## src/hre_pkg.sv

```systemverilog
// ----------------------------------------------------------------------------
// hre_pkg
// shared types, constants and the sequencer microcode for the hex record
// encoder
// ----------------------------------------------------------------------------
package hre_pkg;

   // record geometry
   localparam int REC_BYTES = 16;
   localparam int FILL_W    = $clog2(REC_BYTES + 1);
   localparam int IDX_W     = (REC_BYTES > 1) ? $clog2(REC_BYTES) : 1;
   localparam int PC_W      = 6;
   localparam int CSR_IDX_W = 2;

   // configuration register indexes
   localparam logic [CSR_IDX_W-1:0] CSR_RECORD_FORMAT = 2'd0;
   localparam logic [CSR_IDX_W-1:0] CSR_LOAD_ADDRESS  = 2'd1;

   // record formats
   localparam logic FMT_INTEL  = 1'b0;
   localparam logic FMT_MOSTEK = 1'b1;

   // ascii characters
   localparam logic [6:0] CHR_0     = 7'h30;
   localparam logic [6:0] CHR_1     = 7'h31;
   localparam logic [6:0] CHR_F     = 7'h46;
   localparam logic [6:0] CHR_A     = 7'h41;
   localparam logic [6:0] CHR_LF    = 7'h0A;
   localparam logic [6:0] CHR_COLON = 7'h3A;
   localparam logic [6:0] CHR_SEMI  = 7'h3B;

   // character source
   localparam logic [1:0] CK_START = 2'd0;
   localparam logic [1:0] CK_HEX   = 2'd1;
   localparam logic [1:0] CK_LIT   = 2'd2;

   // nibble source for hex digits
   localparam logic [3:0] NS_CNT_HI = 4'd0;
   localparam logic [3:0] NS_CNT_LO = 4'd1;
   localparam logic [3:0] NS_A3     = 4'd2;
   localparam logic [3:0] NS_A2     = 4'd3;
   localparam logic [3:0] NS_A1     = 4'd4;
   localparam logic [3:0] NS_A0     = 4'd5;
   localparam logic [3:0] NS_D_HI   = 4'd6;
   localparam logic [3:0] NS_D_LO   = 4'd7;
   localparam logic [3:0] NS_K3     = 4'd8;
   localparam logic [3:0] NS_K2     = 4'd9;
   localparam logic [3:0] NS_K1     = 4'd10;
   localparam logic [3:0] NS_K0     = 4'd11;

   // jump conditions
   localparam logic [2:0] JC_NONE     = 3'd0;
   localparam logic [2:0] JC_ALWAYS   = 3'd1;
   localparam logic [2:0] JC_MOSTEK   = 3'd2;
   localparam logic [2:0] JC_INTEL    = 3'd3;
   localparam logic [2:0] JC_MORE     = 3'd4;
   localparam logic [2:0] JC_NOT_LAST = 3'd5;

   // datapath actions
   localparam logic [1:0] ACT_NONE      = 2'd0;
   localparam logic [1:0] ACT_NEXT_BYTE = 2'd1;
   localparam logic [1:0] ACT_FINISH    = 2'd2;
   localparam logic [1:0] ACT_RELOAD    = 2'd3;

   // end-of-run marking
   localparam logic [1:0] LK_NONE = 2'd0;
   localparam logic [1:0] LK_REC  = 2'd1;
   localparam logic [1:0] LK_EOF  = 2'd2;

   // program addresses
   localparam logic [PC_W-1:0] PC_IDLE    = 6'd0;
   localparam logic [PC_W-1:0] PC_START   = 6'd1;
   localparam logic [PC_W-1:0] PC_DATA_HI = 6'd10;
   localparam logic [PC_W-1:0] PC_K1      = 6'd15;
   localparam logic [PC_W-1:0] PC_EOF_M   = 6'd31;

   typedef struct packed {
      logic [7:0] data_byte;
      logic       end_of_data;
   } req_word_type;

   typedef struct packed {
      logic [6:0] text_char;
      logic       run_last;
   } rsp_word_type;

   typedef struct packed {
      logic            emit;
      logic [1:0]      ck;
      logic [3:0]      nib;
      logic [6:0]      lit;
      logic [2:0]      jc;
      logic [PC_W-1:0] target;
      logic [1:0]      act;
      logic [1:0]      lk;
   } ctrl_word_type;

   function automatic ctrl_word_type cw(input logic emit, input logic [1:0] ck,
                                        input logic [3:0] nib, input logic [6:0] lit,
                                        input logic [2:0] jc, input logic [PC_W-1:0] target,
                                        input logic [1:0] act, input logic [1:0] lk);
      ctrl_word_type w;
      w.emit   = emit;
      w.ck     = ck;
      w.nib    = nib;
      w.lit    = lit;
      w.jc     = jc;
      w.target = target;
      w.act    = act;
      w.lk     = lk;
      return w;
   endfunction

   // one control word per program step
   function automatic ctrl_word_type ucode_rom(input logic [PC_W-1:0] pc);
      ctrl_word_type w;
      case (pc)
         // record header
         6'd1:  w = cw(1'b1, CK_START, NS_CNT_HI, CHR_0, JC_NONE, PC_IDLE, ACT_NONE, LK_NONE);
         6'd2:  w = cw(1'b1, CK_HEX, NS_CNT_HI, CHR_0, JC_NONE, PC_IDLE, ACT_NONE, LK_NONE);
         6'd3:  w = cw(1'b1, CK_HEX, NS_CNT_LO, CHR_0, JC_NONE, PC_IDLE, ACT_NONE, LK_NONE);
         6'd4:  w = cw(1'b1, CK_HEX, NS_A3, CHR_0, JC_NONE, PC_IDLE, ACT_NONE, LK_NONE);
         6'd5:  w = cw(1'b1, CK_HEX, NS_A2, CHR_0, JC_NONE, PC_IDLE, ACT_NONE, LK_NONE);
         6'd6:  w = cw(1'b1, CK_HEX, NS_A1, CHR_0, JC_NONE, PC_IDLE, ACT_NONE, LK_NONE);
         6'd7:  w = cw(1'b1, CK_HEX, NS_A0, CHR_0, JC_MOSTEK, PC_DATA_HI, ACT_NONE, LK_NONE);
         // intel record type
         6'd8:  w = cw(1'b1, CK_LIT, NS_A0, CHR_0, JC_NONE, PC_IDLE, ACT_NONE, LK_NONE);
         6'd9:  w = cw(1'b1, CK_LIT, NS_A0, CHR_0, JC_NONE, PC_IDLE, ACT_NONE, LK_NONE);
         // data loop
         6'd10: w = cw(1'b1, CK_HEX, NS_D_HI, CHR_0, JC_NONE, PC_IDLE, ACT_NONE, LK_NONE);
         6'd11: w = cw(1'b1, CK_HEX, NS_D_LO, CHR_0, JC_MORE, PC_DATA_HI,
                       ACT_NEXT_BYTE, LK_NONE);
         // checksum
         6'd12: w = cw(1'b0, CK_LIT, NS_K3, CHR_0, JC_INTEL, PC_K1, ACT_NONE, LK_NONE);
         6'd13: w = cw(1'b1, CK_HEX, NS_K3, CHR_0, JC_NONE, PC_IDLE, ACT_NONE, LK_NONE);
         6'd14: w = cw(1'b1, CK_HEX, NS_K2, CHR_0, JC_NONE, PC_IDLE, ACT_NONE, LK_NONE);
         6'd15: w = cw(1'b1, CK_HEX, NS_K1, CHR_0, JC_NONE, PC_IDLE, ACT_NONE, LK_NONE);
         6'd16: w = cw(1'b1, CK_HEX, NS_K0, CHR_0, JC_NONE, PC_IDLE, ACT_NONE, LK_NONE);
         6'd17: w = cw(1'b1, CK_LIT, NS_K0, CHR_LF, JC_NOT_LAST, PC_IDLE, ACT_FINISH, LK_REC);
         // end-of-file record
         6'd18: w = cw(1'b0, CK_LIT, NS_K0, CHR_0, JC_MOSTEK, PC_EOF_M, ACT_NONE, LK_NONE);
         6'd19: w = cw(1'b1, CK_LIT, NS_K0, CHR_COLON, JC_NONE, PC_IDLE, ACT_NONE, LK_NONE);
         6'd20: w = cw(1'b1, CK_LIT, NS_K0, CHR_0, JC_NONE, PC_IDLE, ACT_NONE, LK_NONE);
         6'd21: w = cw(1'b1, CK_LIT, NS_K0, CHR_0, JC_NONE, PC_IDLE, ACT_NONE, LK_NONE);
         6'd22: w = cw(1'b1, CK_LIT, NS_K0, CHR_0, JC_NONE, PC_IDLE, ACT_NONE, LK_NONE);
         6'd23: w = cw(1'b1, CK_LIT, NS_K0, CHR_0, JC_NONE, PC_IDLE, ACT_NONE, LK_NONE);
         6'd24: w = cw(1'b1, CK_LIT, NS_K0, CHR_0, JC_NONE, PC_IDLE, ACT_NONE, LK_NONE);
         6'd25: w = cw(1'b1, CK_LIT, NS_K0, CHR_0, JC_NONE, PC_IDLE, ACT_NONE, LK_NONE);
         6'd26: w = cw(1'b1, CK_LIT, NS_K0, CHR_0, JC_NONE, PC_IDLE, ACT_NONE, LK_NONE);
         6'd27: w = cw(1'b1, CK_LIT, NS_K0, CHR_1, JC_NONE, PC_IDLE, ACT_NONE, LK_NONE);
         6'd28: w = cw(1'b1, CK_LIT, NS_K0, CHR_F, JC_NONE, PC_IDLE, ACT_NONE, LK_NONE);
         6'd29: w = cw(1'b1, CK_LIT, NS_K0, CHR_F, JC_NONE, PC_IDLE, ACT_NONE, LK_NONE);
         6'd30: w = cw(1'b1, CK_LIT, NS_K0, CHR_LF, JC_ALWAYS, PC_IDLE, ACT_RELOAD, LK_EOF);
         6'd31: w = cw(1'b1, CK_LIT, NS_K0, CHR_SEMI, JC_NONE, PC_IDLE, ACT_NONE, LK_NONE);
         6'd32: w = cw(1'b1, CK_LIT, NS_K0, CHR_0, JC_NONE, PC_IDLE, ACT_NONE, LK_NONE);
         6'd33: w = cw(1'b1, CK_LIT, NS_K0, CHR_0, JC_NONE, PC_IDLE, ACT_NONE, LK_NONE);
         6'd34: w = cw(1'b1, CK_LIT, NS_K0, CHR_LF, JC_ALWAYS, PC_IDLE, ACT_RELOAD, LK_EOF);
         // idle and unused steps
         default: w = cw(1'b0, CK_LIT, NS_K0, CHR_0, JC_ALWAYS, PC_IDLE, ACT_NONE, LK_NONE);
      endcase
      return w;
   endfunction

   // uppercase hex digit
   function automatic logic [6:0] hex_char(input logic [3:0] nib);
      logic [6:0] c;
      if (nib < 4'd10) begin
         c = CHR_0 + {3'd0, nib};
      end else begin
         c = CHR_A + {3'd0, nib} - 7'd10;
      end
      return c;
   endfunction

endpackage

```

## src/hex_record_encoder.sv

```systemverilog
// ----------------------------------------------------------------------------
// hex_record_encoder
// packs a byte stream into intel hex or mostek text records
// ----------------------------------------------------------------------------
// usage: bytes come in on the req_ channel, one word per byte with an end
// flag. bytes are held until a record of REC_BYTES bytes is full or the end
// flag arrives; the record then goes out on the rsp_ channel as ascii text,
// one character per word, with run_last set on the final character caused
// by that byte. the end-of-file record follows the last data record.
// the csr_ channel writes the format (index 0) and the load address
// (index 1); it is ready while the sequencer idles.
// timing: a byte that completes no record is taken without a stall while the
// sequencer idles. a completing byte starts the record program at PC_START;
// its first character goes from that step into the rsp_ output register. the
// program runs one step per character plus one silent step that picks the
// checksum width; the end-of-file record has its own silent step for the format.
// the input is stalled while the program runs and takes the next byte the
// cycle after the final LF is loaded.
// reset clears format, load address, fill count and checksum. when rsp_stall
// is high while an output word is valid, that word holds and the sequencer
// waits on the next character.
// ----------------------------------------------------------------------------
module hex_record_encoder
   import hre_pkg::*;
(
   input  logic                 clock,
   input  logic                 reset,
   // byte input
   input  logic                 req_valid,
   output logic                 req_stall,
   input  req_word_type         req_word,
   // text output
   output logic                 rsp_valid,
   input  logic                 rsp_stall,
   output rsp_word_type         rsp_word,
   // register writes
   input  logic                 csr_valid,
   output logic                 csr_ready,
   input  logic [CSR_IDX_W-1:0] csr_index,
   input  logic [15:0]          csr_data
);

   // sequencer
   logic [PC_W-1:0]   pc_ff, pc_in;
   ctrl_word_type     ctrl;

   // configuration
   logic              fmt_ff, fmt_in;
   logic [15:0]       load_addr_ff, load_addr_in;

   // record state
   logic [15:0]       rec_addr_ff, rec_addr_in;
   logic [FILL_W-1:0] fill_ff, fill_in;
   logic [15:0]       sum_ff, sum_in;
   logic [IDX_W-1:0]  idx_ff, idx_in;
   logic              last_ff, last_in;
   logic [7:0]        buf_ff [REC_BYTES];

   // output register
   logic              rsp_valid_ff, rsp_valid_in;
   rsp_word_type      rsp_word_ff, rsp_word_in;

   // datapath
   logic              req_take;
   logic              csr_take;
   logic [FILL_W-1:0] fill_next;
   logic              rec_due;
   logic              out_free;
   logic              step_go;
   logic              jump_take;
   logic              more_data;
   logic [7:0]        cnt8;
   logic [7:0]        data_cur;
   logic [15:0]       total;
   logic [7:0]        ck_lo;
   logic [3:0]        nib;
   logic [6:0]        chr;
   logic              run_last;

   assign ctrl      = ucode_rom(pc_ff);
   assign req_stall = (pc_ff != PC_IDLE);
   assign csr_ready = (pc_ff == PC_IDLE);
   assign req_take  = req_valid && !req_stall;
   assign csr_take  = csr_valid && csr_ready;

   assign fill_next = fill_ff + FILL_W'(1);
   assign rec_due   = (fill_next == FILL_W'(REC_BYTES)) || req_word.end_of_data;

   // the sequencer steps when its character can be loaded
   assign out_free  = !rsp_valid_ff || !rsp_stall;
   assign step_go   = (pc_ff != PC_IDLE) && (!ctrl.emit || out_free);

   // record fields and checksum
   assign cnt8      = 8'(fill_ff);
   assign data_cur  = buf_ff[idx_ff];
   assign more_data = ({1'b0, idx_ff} + FILL_W'(1)) != fill_ff;
   assign total     = {8'd0, cnt8} + {8'd0, rec_addr_ff[7:0]} + {8'd0, rec_addr_ff[15:8]}
                      + sum_ff;
   assign ck_lo     = (fmt_ff == FMT_MOSTEK) ? total[7:0] : (~total[7:0] + 8'd1);

   always_comb begin
      case (ctrl.jc)
         JC_NONE:     jump_take = 1'b0;
         JC_ALWAYS:   jump_take = 1'b1;
         JC_MOSTEK:   jump_take = (fmt_ff == FMT_MOSTEK);
         JC_INTEL:    jump_take = (fmt_ff == FMT_INTEL);
         JC_MORE:     jump_take = more_data;
         JC_NOT_LAST: jump_take = !last_ff;
         default:     jump_take = 1'b1;
      endcase
   end

   // nibble select for hex digits
   always_comb begin
      case (ctrl.nib)
         NS_CNT_HI: nib = cnt8[7:4];
         NS_CNT_LO: nib = cnt8[3:0];
         NS_A3:     nib = rec_addr_ff[15:12];
         NS_A2:     nib = rec_addr_ff[11:8];
         NS_A1:     nib = rec_addr_ff[7:4];
         NS_A0:     nib = rec_addr_ff[3:0];
         NS_D_HI:   nib = data_cur[7:4];
         NS_D_LO:   nib = data_cur[3:0];
         NS_K3:     nib = total[15:12];
         NS_K2:     nib = total[11:8];
         NS_K1:     nib = ck_lo[7:4];
         NS_K0:     nib = ck_lo[3:0];
         default:   nib = 4'd0;
      endcase
   end

   // character select
   always_comb begin
      case (ctrl.ck)
         CK_START: chr = (fmt_ff == FMT_MOSTEK) ? CHR_SEMI : CHR_COLON;
         CK_HEX:   chr = hex_char(nib);
         CK_LIT:   chr = ctrl.lit;
         default:  chr = ctrl.lit;
      endcase
   end

   // record LF ends the run unless an end-of-file record follows
   assign run_last = ((ctrl.lk == LK_REC) && !last_ff) || (ctrl.lk == LK_EOF);

   // next state
   always_comb begin
      pc_in        = pc_ff;
      fmt_in       = fmt_ff;
      load_addr_in = load_addr_ff;
      rec_addr_in  = rec_addr_ff;
      fill_in      = fill_ff;
      sum_in       = sum_ff;
      idx_in       = idx_ff;
      last_in      = last_ff;
      rsp_valid_in = rsp_valid_ff;
      rsp_word_in  = rsp_word_ff;

      // output word leaves
      if (rsp_valid_ff && !rsp_stall) begin
         rsp_valid_in = 1'b0;
      end

      if (csr_take) begin
         case (csr_index)
            CSR_RECORD_FORMAT: fmt_in = csr_data[0];
            CSR_LOAD_ADDRESS: begin
               load_addr_in = csr_data;
               rec_addr_in  = csr_data;
            end
            default: ;
         endcase
      end

      // byte accept: store, count, sum
      if (req_take) begin
         fill_in = fill_next;
         sum_in  = sum_ff + {8'd0, req_word.data_byte};
         last_in = req_word.end_of_data;
         if (rec_due) begin
            pc_in = PC_START;
         end
      end

      if (step_go) begin
         pc_in = jump_take ? ctrl.target : (pc_ff + PC_W'(1));
         if (ctrl.emit) begin
            rsp_valid_in          = 1'b1;
            rsp_word_in.text_char = chr;
            rsp_word_in.run_last  = run_last;
         end
         case (ctrl.act)
            ACT_NONE: ;
            ACT_NEXT_BYTE: idx_in = idx_ff + IDX_W'(1);
            ACT_FINISH: begin
               rec_addr_in = rec_addr_ff + {8'd0, cnt8};
               fill_in     = '0;
               sum_in      = '0;
               idx_in      = '0;
            end
            ACT_RELOAD: rec_addr_in = load_addr_ff;
            default: ;
         endcase
      end
   end

   always_ff @(posedge clock) begin
      if (reset) begin
         pc_ff        <= PC_IDLE;
         fmt_ff       <= FMT_INTEL;
         load_addr_ff <= '0;
         rec_addr_ff  <= '0;
         fill_ff      <= '0;
         sum_ff       <= '0;
         idx_ff       <= '0;
         last_ff      <= 1'b0;
         rsp_valid_ff <= 1'b0;
      end else begin
         pc_ff        <= pc_in;
         fmt_ff       <= fmt_in;
         load_addr_ff <= load_addr_in;
         rec_addr_ff  <= rec_addr_in;
         fill_ff      <= fill_in;
         sum_ff       <= sum_in;
         idx_ff       <= idx_in;
         last_ff      <= last_in;
         rsp_valid_ff <= rsp_valid_in;
      end
   end

   // payload registers
   always_ff @(posedge clock) begin
      rsp_word_ff <= rsp_word_in;
      if (req_take) begin
         buf_ff[fill_ff[IDX_W-1:0]] <= req_word.data_byte;
      end
   end

   assign rsp_valid = rsp_valid_ff;
   assign rsp_word  = rsp_word_ff;

`ifndef NO_ASSERTIONS
   // buffer never overfills
   a_fill_bound: assert property (@(posedge clock) disable iff (reset)
      fill_ff <= FILL_W'(REC_BYTES))
      else $error("fill count beyond record size");

   // a record program never starts with an empty buffer
   a_start_nonempty: assert property (@(posedge clock) disable iff (reset)
      (pc_ff == PC_START) |-> (fill_ff != '0))
      else $error("record started with no data");

   // data loop reads only written entries
   a_idx_in_range: assert property (@(posedge clock) disable iff (reset)
      (pc_ff == PC_DATA_HI) |-> ({1'b0, idx_ff} < fill_ff))
      else $error("data index past fill count");

   // byte index is back at zero whenever the sequencer idles
   a_idle_idx: assert property (@(posedge clock) disable iff (reset)
      (pc_ff == PC_IDLE) |-> (idx_ff == '0))
      else $error("byte index not cleared at idle");
`endif

endmodule

```

## config.mk

```make
export PLATFORM = sky130hd
export DESIGN_NAME = hex_record_encoder
export DESIGN_NICKNAME = d
export VERILOG_FILES = /design/src/hre_pkg.sv /design/src/hex_record_encoder.sv
export SDC_FILE = /design/constraint.sdc
export NUM_CORES = 1
export LEC_CHECK = 0
export CORE_AREA = 2 2 148 186
export DETAILED_ROUTE_END_ITERATION = 7
export DIE_AREA = 0 0 150 188
export DONT_BUFFER_PORTS = 1
export GPL_TIMING_DRIVEN = 0
export PLACE_DENSITY_LB_ADDON = 0.05
export SLEW_MARGIN = 20
export SYNTH_ARGS = -nofsm -noshare
export SYNTH_HDL_FRONTEND = slang
export SYNTH_SLANG_ARGS = --single-unit
```

## constraint.sdc

```tcl
create_clock -name clock -period 5.1 [get_ports clock]
set_input_delay 0.255 -clock clock [delete_from_list [all_inputs] [get_ports clock]]
set_output_delay 0.255 -clock clock [all_outputs]
set_load 0.05 [all_outputs]
```

# After elaboration in Yosys (flattened, before gate mapping)
# Memory sizes are Yosys's and may differ from the RTL's. A register that Yosys moved wholly into a read port is not among the register bits.
# Index checks and enable logic that the tools add are counted.
word_totals:
  ramBits: 128
  word_cells: 111
  reg_bits: 74
  mem_bits_ro: 1664
  in_bits: 32
  n_memories: 2
op_classes:
  add_sub_neg: 13
  n_reduce_logical: 28
  bitwise_logic: 2
  n_mux: 30
  eq_ne: 24
  order_cmp: 1
memory_table:
  columns: ["memory", "depth", "width", "rd", "rd_clocked_by_memory_dff", "wr", "line", "text"]
  rows:
  - ["(no name shown)", 64, 26, 1, 1, 0, "hre_pkg.sv:117", "case (pc)"]
  - ["buf_ff", 16, 8, 1, 1, 1, "hex_record_encoder.sv:57", "logic [7:0] buf_ff [REC_BYTES];"]
op_table:
  columns: ["operator", "n"]
  rows:
  - ["2-to-1 mux 16 bit", 6]
  - ["one-hot mux 4 bit (12 select lines)", 1]
  - ["2-to-1 mux 6 bit", 6]
  - ["one-hot mux 16 bit (2 select lines)", 1]
  - ["adder 10 x 16 -> 16 bit", 1]
  - ["adder 16 x 5 -> 16 bit", 1]
  - ["adder 16 x 8 -> 16 bit", 1]
  - ["== test 4 x 3 -> 1 bit (second input constant)", 4]
  - ["== test 4 bit (second input constant)", 4]
  - ["2-to-1 mux 5 bit", 3]
  - ["one-hot mux 7 bit (2 select lines)", 1]
  - ["adder 9 x 8 -> 10 bit", 1]
  - ["AND reduction 2 bit", 5]
  - ["adder 5 x 8 -> 9 bit", 1]
  - ["adder 8 x 1 -> 8 bit (second input constant)", 1]
  - ["== test 2 x 1 -> 1 bit (second input constant)", 4]
  - ["== test 4 x 2 -> 1 bit (second input constant)", 2]
  - ["2-to-1 mux 4 bit", 2]
  - ["2-to-1 mux 8 bit", 1]
  - ["inverter 8 bit", 1]
  - ["one-hot mux 4 bit (2 select lines)", 1]
  - ["adder 6 x 4 -> 7 bit (first input constant)", 1]
  - ["adder 7 x 4 -> 7 bit (first input constant)", 1]
  - ["2-to-1 mux 7 bit", 1]
  - ["other kinds (24)", 47]

# Longest topological paths before layout
# Gate-level depths: netlist of run 1.
logic_depth:
  ltp_word: 11
  mapped_depth: 18
  mapped_depth_nobuf: 17

# Worst setup path before layout of run 1
# OpenSTA, ideal clock, no wires.
synth_timing:
  kind: "reg-to-reg"
  startpoint: "register fill_ff[1]"
  endpoint: "register rsp_word_ff (netlist bit rsp_word[7]), data pin"
  setup_time_ns: 0.254
  slack_ns: 0.364
  period_less_slack_ns: 4.736
  path_stages_with_launch: 18
  arrival_time_ns: 4.482
  cell_sequence: "dfxtp_1 > inv_1 > fa_1 > inv_1 > fa_1 > ha_1 > fa_1 > or4b_2 > a211oi_1 > a311oi_1 > xnor2_1 > o21ai_0 > a2111o_1 > inv_1 > ha_1 > nor2_1 > o211a_1 > a21o_1"
synth_between:
  elab_chain_len: 11
  elab_cells_between_ends: 13
synth_lines:
  columns: ["element", "line", "text"]
  rows:
  - ["start: declaration", "hex_record_encoder.sv:53", "logic [FILL_W-1:0] fill_ff, fill_in;"]
  - ["start signal: assignment", "hex_record_encoder.sv:222", "fill_ff <= fill_in;"]
  - ["adder 5 x 8 -> 9 bit", "hex_record_encoder.sv:97", "assign total = {8'd0, cnt8} + {8'd0, rec_addr_ff[7:0]} + {8'd0, rec_addr_ff[15:8]}"]
  - ["adder 9 x 8 -> 10 bit", "hex_record_encoder.sv:97", null]
  - ["adder 10 x 16 -> 16 bit", "hex_record_encoder.sv:98", "+ sum_ff;"]
  - ["inverter 8 bit", "hex_record_encoder.sv:99", "assign ck_lo = (fmt_ff == FMT_MOSTEK) ? total[7:0] : (~total[7:0] + 8'd1);"]
  - ["adder 8 x 1 -> 8 bit", "hex_record_encoder.sv:99", null]
  - ["2-to-1 mux 8 bit", "hex_record_encoder.sv:99", null]
  - ["one-hot mux 4 bit (12 select lines) (*)", "hex_record_encoder.sv:115", "case (ctrl.nib)"]
  - ["adder 7 x 4 -> 7 bit", "hre_pkg.sv:170", "c = CHR_A + {3'd0, nib} - 7'd10;"]
  - ["subtractor 7 x 4 -> 7 bit", "hre_pkg.sv:170", null]
  - ["2-to-1 mux 7 bit (*)", "hre_pkg.sv:167", "if (nib < 4'd10) begin"]
  - ["one-hot mux 7 bit (2 select lines) (*)", "hex_record_encoder.sv:134", "case (ctrl.ck)"]
  - ["named net chr[6]", "hex_record_encoder.sv:77", "logic [6:0] chr;"]
  - ["end signal: assignment", "hex_record_encoder.sv:232", "rsp_word_ff <= rsp_word_in;"]
  - ["end: declaration", "hex_record_encoder.sv:61", "rsp_word_type rsp_word_ff, rsp_word_in;"]
# Mark *: on every way through the listed nets, which the timed path passes. The rest lies on a longest branch.
# A chain may end at the register's enable or synchronous reset.

# Worst setup path after layout of run 1
layout_timing:
  startpoint: "register rec_addr_ff[9]"
  endpoint: "register rsp_word_ff (netlist bit rsp_word[7]), data pin"
layout_between:
  elab_chain_len: 10
  elab_cells_between_ends: 12
layout_lines:
  columns: ["element", "line", "text"]
  rows:
  - ["start: declaration", "hex_record_encoder.sv:52", "logic [15:0] rec_addr_ff, rec_addr_in;"]
  - ["start signal: assignment", "hex_record_encoder.sv:221", "rec_addr_ff <= rec_addr_in;"]
  - ["adder 9 x 8 -> 10 bit", "hex_record_encoder.sv:97", null]
  - ["adder 10 x 16 -> 16 bit", "hex_record_encoder.sv:98", null]
  - ["inverter 8 bit", "hex_record_encoder.sv:99", null]
  - ["adder 8 x 1 -> 8 bit", "hex_record_encoder.sv:99", null]
  - ["2-to-1 mux 8 bit", "hex_record_encoder.sv:99", null]
  - ["one-hot mux 4 bit (12 select lines) (*)", "hex_record_encoder.sv:115", null]
  - ["adder 7 x 4 -> 7 bit", "hre_pkg.sv:170", null]
  - ["subtractor 7 x 4 -> 7 bit", "hre_pkg.sv:170", null]
  - ["2-to-1 mux 7 bit (*)", "hre_pkg.sv:167", null]
  - ["one-hot mux 7 bit (2 select lines) (*)", "hex_record_encoder.sv:134", null]
  - ["named net chr[6]", "hex_record_encoder.sv:77", null]
# Marks and branches as above.

==> out/results.tsv, run 1 <==
stage	metric	value	unit
run_status	run status	complete, no violations	
power	sw power	1.70	mW
floorplan	Core Rows	67	
routing	Initial DRT Pass Iterations	5	
clock_network	clk sinks	228	
yosys	Synth warnings	0	
yosys	top area cells in the synthesized netlist	edfxtp_1 35%, dfxtp_1 16%, ha_1 4.7%	
critical_path	Critical Path AT	5.18	ns
critical_path	CP Capture Type	register	
floorplan	Core ar.	26500	um^2
min_path	worst hold path type	input port to register	
yosys	Synthesized Nets	1151	
routing	DRT Wirelength	31900	um
run	# Max-Cap Violations	0	
floorplan	initial core utilization	44.4	%
global_route	grt ovf	0	
yosys	Synth Register Bits	228	
yosys	Yosys cell types	73	
sta	Min Hold Slack	0.0150	ns
power	Pint	3.53	mW
critical_path	CP delay by family, top	adder cells	
critical_path	worst-path fanout max	5	
global_route	largest net degree at the start of global routing	17	
placed_design	routability congestion estimate	0.896	
floorplan	DIE AREA	28200	um^2
cells_and_area	register area	5940	um^2
cells_and_area	area of the multi-input gates	5450	um^2
routing	DR vias/cell	5.64	
floorplan	Die Y	188	um
min_path	Hold Path Stages	3	
clock_network	clk_lat worst skew	0.53	ns
global_route	vias in the first global route	8553	
floorplan	Die Wd	150	um
yosys	Yosys top cell area share	34.7	%
sta	fmax	204	MHz
power	Clk pwr share	32.2	%
critical_path	FF-to-FF path depth	17	
sta	final worst-path cycle share	96.3	%
power	worst vdd ir	0.000274	V
clock_network	CTS tree	yes	
global_route	Total Routing Usage GR	23.0	%
yosys	Syn Std Cell Area	11800	um^2
yosys	Post-synth ARST share	0	%
critical_path	CP max stage delay	0.70	ns
sta	final setup fails	0	
global_route	first-pass GRT wire length	49400	um
cells_and_area	final core utilization	50.0	%
clock_network	CTS H-Tree Depth	1	
cells_and_area	Layout area overhead	12.6	%
critical_path	WP depth	17	
sta	RSZ-0062 raised after global routing	no	
power	part of the power in combinational logic	26.1	%
sta	Clock Skews	0.0266	ns
power	Pleak	4.76	nW
placed_design	Detailed Place HPWL	23100	um
power	total power	5.23	mW
clock_network	CTS Buf Count	24	
sta	Tmin final	4.91	ns
power	Sequential Power Share	41.7	%
critical_path	CP max stage cell	or4b_2	
critical_path	CP Class	register to register	
yosys	area leader, netlist	edfxtp_1	
clock_network	clk buf depth	3	
floorplan	Boundary Pins	43	
critical_path	worst-path cell chain	inv_1, fa_1, inv_1, fa_1, ha_1, fa_2, or4b_2, a211oi_2, a311oi_1, xnor2_1, o21ai_0, a2111o_1, inv_2, ha_1, nor2_1, o211a_1, a21o_1	
yosys	Synth Instances	1060	
routing	residual DRC count	0	
sta	Max-slew headroom	44.8	%
yosys	Top FF cell, synth	edfxtp_1	
sta	measured slew at the worst slew-check pin	0.807	ns
critical_path	critical path startpoint category	register	
cells_and_area	Non-Filler Instances	1477	
yosys	EDFF count, synth	136	
critical_path	WP buf/inv	3	
routing	post-route ant nets	0	
placed_design	Port Buffer Count	0	
sta	Hold Fails Final Rpt	0	
routing	WL/cell	21.6	um
cells_and_area	Fillers	2498	
sta	Slew Viols, Final	0	
power	Sw Share	32.5	%
routing	vias	8327	
routing	DR iter-0 viols	454	
sta	setup TNS	0	ns
yosys	register area share after synthesis	50.4	%
global_route	antenna violations before repair	0	
critical_path	Critical Path RT	5.36	ns
placed_design	cell count after placement	1405	
cells_and_area	fraction of layout cells with a size suffix above 1	8.22	%
clock_network	clk slew on worst S/H paths	0.06	ns
cells_and_area	Final #Nets	1204	
yosys	Avg Inst Size Synth	11.1	um^2
clock_network	Clock Tree Root	clkbuf_16	
power	Pwr Density	395	nW/um^2
sequential cells by signal, summed over array words and instances, names as in the netlist, named ones only:
name          flops
buf_ff          128
ctrl             22
load_addr_ff     16
rec_addr_ff      16
sum_ff           16
rsp_word          8
pc_ff             6
fill_ff           5
idx_ff            4
fmt_ff            1
last_ff           1
rsp_valid         1
synth_stat cells, types with 7 or more instances:
master    instances
mux4_2           16
nand3_1          21
nor2_1           72
inv_1            54
and3_1           16
o21bai_1          7
a221oi_1         22
a21o_1           10
nor2b_1           9
nor3_1           16
a211oi_1          7
xor2_1           14
clkbuf_1         33
a22oi_1          11
nand4_1          13
edfxtp_1        136
xnor2_1          39
and2_1           25
o21ai_0          25
nand2_1         119
mux4_1           11
mux2i_1          24
buf_2             7
nand2b_1          9
fa_1             15
a21oi_1          84
dfxtp_1          92
ha_1             44
per-stage QoR:
step | area (um^2) | setup slack [ns]
4_1_cts | 13200 | 0.0164
5_1_grt | 13200 | 0.0254
2_1_floorplan | 11800 | 0.364
3_3_place_gp | 12200 | -0.243
6_report | 13200 | 0.189
3_5_place_dp | 12200 | -0.256
worst paths after layout:
check | startpoint | to | slack, ns
setup reg to reg | rec_addr_ff[9] | rsp_word[7] | 0.19
hold / removal | csr_index[1] | fmt_ff | 0.01
hold reg to reg | load_addr_ff[6] | load_addr_ff[6] | 0.46
setup / recovery | rec_addr_ff[9] | rsp_word[7] | 0.19
final cells by class:
| class | count | area share, % |
|---|---|---|
| flip-flops and latches | 228 | 44.8 |
| multi-input cells | 729 | 41.1 |
| clock buffers | 33 | 4.98 |
| well taps | 345 | 3.26 |
| repair buffers | 27 | 2.02 |
| plain buffers | 49 | 1.61 |
| inverters | 54 | 1.53 |
| clock inverters | 11 | 0.642 |
| diodes | 1 | 0.0189 |
tightest hold or removal path, cell delays in order:
cell and delay [ns]:
nor4b_1 0.04, mux2i_1 0.14, nor2_1 0.06
routing by layer:
layer	vias up	share of wire (%)	GRT usage, %
li1	4017	-	-
met1	4098	39	26.7
met2	161	56	44.9
met3	51	2.8	2.14
met4	0	2.1	5.15
met5	-	0	0
repair_timing:
action,in CTS,in global routing
hold buffers,26,0
buffers inserted,0,1
setup endpoints to repair,5,6
pin swaps,0,1
gates resized for setup,5,9
hold endpoints to repair,147,0
cells by family (layout without fill, tap and decap cells):
logic type | after synthesis | count (layout) | synth area share, %
fa+ha+maj | 59 | 59 | 7.23
buf+inv | 103 | 174 | 3.52
other cells | 0 | 1 | 0
compound gates | 220 | 220 | 12.7
mux | 56 | 56 | 8.04
simple gates | 341 | 341 | 14.2
flops | 228 | 228 | 50.4
xor+xnor | 53 | 53 | 3.95
power groups by stage:
stage          sequential [mW]  combinational [mW]  clock, mW
3_3_place_gp              2.23                1.32          0
2_1_floorplan             2.19               0.999          0
3_5_place_dp              2.23                1.33          0
6_report                  2.18                1.37       1.68
5_1_grt                   2.19                1.52       1.78
4_1_cts                   2.19                1.37       1.72
placed cells by master (no fill, tap or decap), types with 13 or more instances in the layout:
cell type and n:
a21oi_1 82, a221oi_1 22, and2_1 25, and3_1 16, clkbuf_1 37, clkbuf_16 25
dfxtp_1 89, dlygate4sd3_1 26, edfxtp_1 136, fa_1 14, ha_1 44, inv_1 53
mux2i_1 24, mux4_2 16, nand2_1 119, nand3_1 21, nand4_1 13, nor2_1 72
nor3_1 16, o21ai_0 25, xnor2_1 39, xor2_1 14
Power figures use the tool's default switching activity.
==> inputs of run 2 (changes only) <==
--- a/config.mk
+++ b/config.mk
@@ -5,9 +5,12 @@
 export SDC_FILE = /design/constraint.sdc
 export NUM_CORES = 1
 export LEC_CHECK = 0
-export CORE_AREA = 2 2 148 186
+export ABC_AREA = 1
+export CELL_PAD_IN_SITES_DETAIL_PLACEMENT = 0
+export CELL_PAD_IN_SITES_GLOBAL_PLACEMENT = 1
+export CORE_AREA = 2 2 151 189
 export DETAILED_ROUTE_END_ITERATION = 7
-export DIE_AREA = 0 0 150 188
+export DIE_AREA = 0 0 153 191
 export DONT_BUFFER_PORTS = 1
 export GPL_TIMING_DRIVEN = 0
 export PLACE_DENSITY_LB_ADDON = 0.05
==> run 2 against run 1 <==
Against the previous run: final area up 3.4%; worst hold slack better by 0.085 ns; via count up 20%; first-iteration DRC count up 30%; clock power up 5%; register-to-register slack better by 0.36 ns; maximum frequency up 7.8%; flip-flop and latch count unchanged; combinational power up 120%; global-route usage up 1.8 points; synthesized cell count up 37%; clock skew down 0.019 ns; largest cell class unchanged.
==> out/results.tsv, run 2 <==
stage	metric	value	unit	change
clock_network	clk slew on worst S/H paths	0.06	ns	about the same
global_route	first-pass GRT wire length	55800	um	+13%
yosys	Synth warnings	0		unchanged
cells_and_area	area of the multi-input gates	5420	um^2	-0.51%
sta	Min Hold Slack	0.100	ns	+0.0851 ns
critical_path	critical path startpoint category	register		
min_path	worst hold path type	input port to register		
power	Pwr Density	535	nW/um^2	+35%
sta	final worst-path cycle share	89.3	%	-7.0 points
yosys	register area share after synthesis	48.7	%	-1.6 points
yosys	top area cells in the synthesized netlist	edfxtp_1 34%, dfxtp_1 15%, nand2_1 10%		
sta	Hold Fails Final Rpt	0		unchanged
critical_path	worst-path cell chain	inv_1, fa_1, inv_1, fa_1, ha_1, fa_1, xor2_1, nand2_1, nand3_1, nor2_1, nand2_1, nor2_1, nand4_1, o21ai_2, nand2_1, nand3_1, nand3_1		
power	worst vdd ir	0.000590	V	+120%
cells_and_area	most frequent cells in the layout	340 x nand2_1, 169 x nor2_1, 147 x inv_1		
yosys	Synthesized Nets	1546		+34%
clock_network	CTS Buf Count	24		unchanged
power	Pint	4.22	mW	+19%
placed_design	routability congestion estimate	0.895		about the same
clock_network	post-cts sizing count	0		-5
sta	Clock Skews	0.00770	ns	-0.0189 ns
routing	residual DRC count	0		unchanged
yosys	cell with the most instances after synthesis	nand2_1		
yosys	Avg Inst Size Synth	8.36	um^2	-25%
global_route	largest net degree at the start of global routing	17		unchanged
critical_path	CP max stage delay	0.58	ns	-0.12 ns
yosys	Synth top cells by count	340 x nand2_1, 177 x nor2_1, 147 x inv_1, 136 x edfxtp_1, 134 x nand3_1		
floorplan	Core Rows	68		+1.5%
cells_and_area	Layout area overhead	12.7	%	about the same
floorplan	DIE AREA	29200	um^2	+3.6%
routing	WL/cell	19.3	um	-11%
routing	DRT Wirelength	36300	um	+14%
cells_and_area	register area	5930	um^2	-0.19%
clock_network	CTS H-Tree Depth	1		unchanged
critical_path	WP buf/inv	2		-1
placed_design	Port Buffer Count	0		unchanged
routing	DR iter-0 viols	592		+30%
clock_network	CTS tree	yes		
floorplan	Core ar.	27500	um^2	+3.7%
placed_design	cell count after placement	1806		+29%
clock_network	Clock Tree Root	clkbuf_16		
yosys	Yosys top cell area share	33.6	%	-1.1 points
global_route	antenna violations before repair	2		+2
yosys	Top FF cell, synth	edfxtp_1		
cells_and_area	fraction of layout cells with a size suffix above 1	7.93	%	-0.29 points
yosys	EDFF count, synth	136		unchanged
yosys	area leader, netlist	edfxtp_1		
yosys	Yosys cell types	55		-25%
placed_design	placed cell area	12600	um^2	+3.5%
sta	setup TNS	0	ns	unchanged
critical_path	CP delay by family, top	adder cells		
routing	Initial DRT Pass Iterations	5		unchanged
yosys	Synth Instances	1455		+37%
power	Sw Share	42.4	%	+9.9 points
global_route	Total Routing Usage GR	24.8	%	+1.8 points
sta	Max-slew headroom	29.6	%	-15 points
clock_network	clk buf depth	3		unchanged
routing	vias	9983		+20%
sta	Tmin final	4.56	ns	-0.355 ns
sta	fmax	220	MHz	+7.8%
power	Pleak	5.66	nW	+19%
sta	Setup WS post-layout	0.545	ns	+0.355 ns
critical_path	CP Class	register to register		
run_status	run status	complete, no violations		
clock_network	clk_lat worst skew	0.52	ns	about the same
cells_and_area	Final #Nets	1600		+33%
cells_and_area	final core utilization	49.9	%	-0.15 points
cells_and_area	most common cell after layout, fill and taps aside	nand2_1		
global_route	grt ovf	0		unchanged
yosys	Post-synth ARST share	0	%	unchanged
routing	post-route ant nets	0		unchanged
floorplan	Die Wd	153	um	+2.0%
power	sw power	3.11	mW	+83%
clock_network	clk sinks	228		unchanged
floorplan	Boundary Pins	43		unchanged
critical_path	worst-path fanout max	8		+3
placed_design	Detailed Place HPWL	26400	um	+14%
global_route	vias in the first global route	9947		+16%
critical_path	CP Capture Type	register		
cells_and_area	Non-Filler Instances	1878		+27%
power	total power	7.33	mW	+40%
run	# Max-Cap Violations	0		unchanged
power	Clk pwr share	24.2	%	-8.0 points
sta	Slew Viols, Final	0		unchanged
cells_and_area	Design Area, Final	13700	um^2	+3.4%
yosys	Synth Register Bits	228		unchanged
sta	measured slew at the worst slew-check pin	1.05	ns	+0.245 ns
cells_and_area	Largest register FFs	128		unchanged
critical_path	CP max stage cell	dfxtp_1		
power	part of the power in combinational logic	41.9	%	+16 points
clock_network	Post-CTS Setup Repair Bufs	0		unchanged
critical_path	Critical Path AT	4.82	ns	-0.36 ns
sta	final setup fails	0		unchanged
critical_path	Critical Path RT	5.36	ns	about the same
placed_design	dpl ws	0.555	ns	+0.811 ns
cells_and_area	Fillers	2718		+8.8%
sta	RSZ-0062 raised after global routing	no		
power	Sequential Power Share	33.9	%	-7.8 points
routing	DR vias/cell	5.32		-5.7%
floorplan	Die Y	191	um	+1.6%
floorplan	initial core utilization	44.2	%	-0.17 points
yosys	Syn Std Cell Area	12200	um^2	+3.3%
## run 2: logic make-up after synthesis
family	count (synthesis)	share of synthesized area [%]
buffers and inverters	206	6.88
DFF	228	48.7
xor gates and xnor gates	14	1.01
and+or+nand+nor	729	26.1
adders and majority gates	59	7.00
AOI/OAI and AO/OA	219	10.3
## run 2: power by group through the flow
stage | logic [mW] | clock network (mW) | registers [mW]
2_1_floorplan | 2.27 | 0 | 2.47
3_3_place_gp | 3.06 | 0 | 2.52
3_5_place_dp | 3.07 | 0 | 2.53
4_1_cts | 3.11 | 1.80 | 2.49
5_1_grt | 3.47 | 1.87 | 2.52
6_report | 3.08 | 1.77 | 2.49
## run 2: repair_timing
item	CTS	global route
endpoints found under the setup margin	0	0
hold endpoints to repair	147	0
hold buffers	27	0
## run 2: worst paths after layout
path	start	to	slack (ns)	cells past startpoint
worst max-delay path	fill_ff[1]	rsp_word[1]	0.54	17
worst min-delay path	req_word[1]	sum_ff[0]	0.10	3
worst max register to register	fill_ff[1]	rsp_word[1]	0.54	17
worst min register to register	load_addr_ff[7]	load_addr_ff[7]	0.46	2
## run 2: tightest hold or removal path, delay by kind of cell
family                   cells  cell delay, ns
adder cells (fa/ha/maj)      1            0.11
AND/OR/NAND/NOR              2            0.21
## run 2: layout make-up
| cell class | instances | share of cell area [%] |
|---|---|---|
| repair buffers | 28 | 2.03 |
| diodes | 2 | 0.0365 |
| clock inverters | 13 | 0.895 |
| clock buffers | 30 | 4.92 |
| inverters | 159 | 4.41 |
| multi-input cells | 1021 | 39.6 |
| well taps | 350 | 3.20 |
| flip-flops and latches | 228 | 43.2 |
| plain buffers | 47 | 1.70 |
## run 2: layer usage
| layer | wire, um | track usage [%] |
|---|---|---|
| met5 | 13 | 0 |
| met4 | 1450 | 9.83 |
| met3 | 1840 | 3.63 |
| met2 | 19000 | 47.7 |
| met1 | 14000 | 27.3 |
==> inputs of run 3 (changes only) <==
--- a/config.mk
+++ b/config.mk
@@ -8,9 +8,9 @@
 export ABC_AREA = 1
 export CELL_PAD_IN_SITES_DETAIL_PLACEMENT = 0
 export CELL_PAD_IN_SITES_GLOBAL_PLACEMENT = 1
-export CORE_AREA = 2 2 151 189
+export CORE_AREA = 2 2 144 182
 export DETAILED_ROUTE_END_ITERATION = 7
-export DIE_AREA = 0 0 153 191
+export DIE_AREA = 0 0 146 184
 export DONT_BUFFER_PORTS = 1
 export GPL_TIMING_DRIVEN = 0
 export PLACE_DENSITY_LB_ADDON = 0.05
==> run 3 against run 2 <==
Against the previous run: flip-flop and latch count unchanged; clock power decreased by 3%; via count decreased by 1.3%; maximum frequency decreased by 1.2%; global-route usage increased by 1.2 points; critical path type unchanged; critical path depth unchanged; sequential power about the same; highest routed layer is now met4; count of clock-buffer cells in the layout decreased by 1; first-iteration DRC count decreased by 19%; sequential share of layout area increased by 0.17 points; largest power group unchanged; non-clock buffer count unchanged.
==> out/results.tsv, run 3 (synthesized netlist as in run 2, its figures left out) <==
stage	metric	value	unit	change
power	Pleak	5.65	nW	about the same
global_route	first-pass GRT wire length	54500	um	-2.3%
routing	DR vias/cell	5.28		-0.58%
floorplan	Boundary Pins	43		unchanged
clock_network	clk_lat worst skew	0.52	ns	about the same
cells_and_area	Layout area overhead	12.2	%	
critical_path	reg2reg start	fill_ff[1]		
clock_network	clk slew on worst S/H paths	0.06	ns	about the same
critical_path	CP max stage delay	0.57	ns	about the same
routing	post-route ant nets	0		unchanged
critical_path	worst-path cell chain	inv_1, fa_1, inv_1, fa_1, ha_1, fa_1, xor2_1, nand2_1, nand3_1, nor2_1, nand2_1, nor2_1, nand4_1, o21ai_2, nand2_1, nand3_1, nand2_1		
sta	Clock Skews	0.0160	ns	+0.00826 ns
routing	Initial DRT Pass Iterations	6		+1
critical_path	Worst Setup SP	fill_ff[1]		
floorplan	Die Wd	146	um	-4.6%
sta	setup TNS	0	ns	unchanged
placed_design	routability congestion estimate	0.902		+0.78%
routing	WL/cell	18.4	um	-4.6%
clock_network	CTS tree	yes		
global_route	Total Routing Usage GR	26.0	%	+1.2 points
critical_path	Critical Path RT	5.38	ns	+0.02 ns
routing	residual DRC count	0		unchanged
cells_and_area	Largest register FFs	128		unchanged
routing	DR iter-0 viols	481		-19%
critical_path	r2r endpoint	rsp_word[3]		
critical_path	CP max stage cell	dfxtp_1		
run	# Max-Cap Violations	0		unchanged
cells_and_area	Final #Nets	1600		unchanged
cells_and_area	Fillers	2420		-11%
floorplan	Core ar.	25000	um^2	-8.9%
routing	vias	9856		-1.3%
critical_path	reg2reg setup slack	0.49	ns	-0.05 ns
clock_network	clk buf depth	3		unchanged
critical_path	critical path endpoint	rsp_word[3]		
clock_network	Clock Tree Root	clkbuf_16		
critical_path	CP delay by family, top	adder cells		
critical_path	Critical Path AT	4.88	ns	+0.06 ns
global_route	antenna violations before repair	2		unchanged
floorplan	Die Y	184	um	-3.7%
critical_path	Worst path most repeated cell	nand2_1		
critical_path	CP Class	register to register		
sta	measured slew at the worst slew-check pin	1.09	ns	+0.0381 ns
floorplan	initial core utilization	48.5	%	+4.3 points
sta	Slew Viols, Final	0		unchanged
global_route	largest net degree at the start of global routing	17		unchanged
floorplan	Core Rows	65		-4.4%
cells_and_area	fraction of layout cells with a size suffix above 1	7.47	%	-0.46 points
sta	RSZ-0062 raised after global routing	no		
placed_design	Detailed Place HPWL	25400	um	-3.6%
critical_path	worst-path fanout max	8		unchanged
sta	fmax	217	MHz	-1.2%
sta	final setup fails	0		unchanged
sta	final worst-path cycle share	90.4	%	+1.0 points
cells_and_area	most common cell after layout, fill and taps aside	nand2_1		
min_path	worst hold path type	input port to register		
critical_path	FF-to-FF path depth	17		unchanged
cells_and_area	most frequent cells in the layout	340 x nand2_1, 175 x nor2_1, 147 x inv_1		
critical_path	critical path startpoint category	register		
sta	Hold Fails Final Rpt	0		unchanged
sta	Tmin final	4.61	ns	+0.0531 ns
global_route	vias in the first global route	9967		+0.20%
power	Pwr Density	532	nW/um^2	-0.67%
routing	DRT Wirelength	34400	um	-5.2%
placed_design	Port Buffer Count	0		unchanged
sta	Max-slew headroom	27.0	%	-2.5 points
clock_network	CTS Buf Count	24		unchanged
global_route	grt ovf	0		unchanged
critical_path	CP Capture Type	register		
critical_path	WP buf/inv	2		unchanged
power	worst vdd ir	0.000590	V	about the same
floorplan	DIE AREA	26900	um^2	-8.1%
run_status	run status	complete, no violations		
critical_path	WP depth	17		unchanged
sta	Min Hold Slack	0.0834	ns	-0.0167 ns
clock_network	CTS H-Tree Depth	1		unchanged
clock_network	clk sinks	228		unchanged
## run 3: cell count changes in the layout (fill, tap and decap cells not counted), sizes merged
cell and delta:
bufinv -1, clkinvlp -2, inv +3, diode +1
clkbuf -1, clkinv +2
## run 3: repair_timing
action                                 in CTS  in global routing
setup buffers                               0                  0
endpoints found under the hold margin     147                  0
hold buffers                               27                  0
resized for setup                           0                  0
## run 3: worst min-delay path by stage
stage / startpoint / cells after the start / endpoint
finish: req_word[1] / 3 / sum_ff[0]
global route: req_word[1] / 3 / sum_ff[0]
CTS: req_word[1] / 3 / sum_ff[0]
detailed placement: req_word[1] / 0 / buf_ff[0][0]
global placement: req_word[1] / 0 / buf_ff[0][0]
floorplan: req_word[1] / 0 / buf_ff[0][0]
## run 3: worst min-delay path: stages
cell and delay (ns):
ha_1 0.10, nor2_1 0.04, nor3_1 0.16
## run 3: stage by stage
step	total power [mW]	util, %	std cells	worst slack (ns)	instance area [um^2]
3_3_place_gp	5.52	50.2	1790	0.527	12600
3_5_place_dp	5.55	50.3	1791	0.512	12600
5_1_grt	7.79	54.5	1865	0.175	13600
2_1_floorplan	4.73	-	1455	1.31	12200
4_1_cts	7.30	54.4	1862	0.483	13600
6_report	7.26	54.5	1865	0.491	13600
## run 3: layout make-up
class                           instances  area [um^2]  share of cell area, %
Sequential cell                       228         5930                   43.4
Multi-Input combinational cell       1021         5410                   39.6
Clock buffer                           29          661                   4.84
Inverter                              159          604                   4.43
Tap cell                              335          419                   3.07
Timing Repair Buffer                   28          278                   2.04
Buffer                                 47          233                   1.71
Clock inverter                         15          113                  0.825
Antenna cell                            3         7.51                 0.0550
## run 3: report_power, final
part | internal, mW | leakage, nW | switching [mW]
combinational | 0.972 | 3.30 | 2.08
sequential | 2.21 | 1.97 | 0.267
clock | 0.979 | 0.382 | 0.743
## run 3: metal layers
layer | global-route usage (%) | share of wire [%] | up-vias
li1 | - | - | 4980
met2 | 49.3 | 52 | 243
met5 | 0 | 0 | -
met4 | 9.71 | 3.4 | 0
met3 | 3.67 | 4.9 | 68
met1 | 29.7 | 39 | 4565
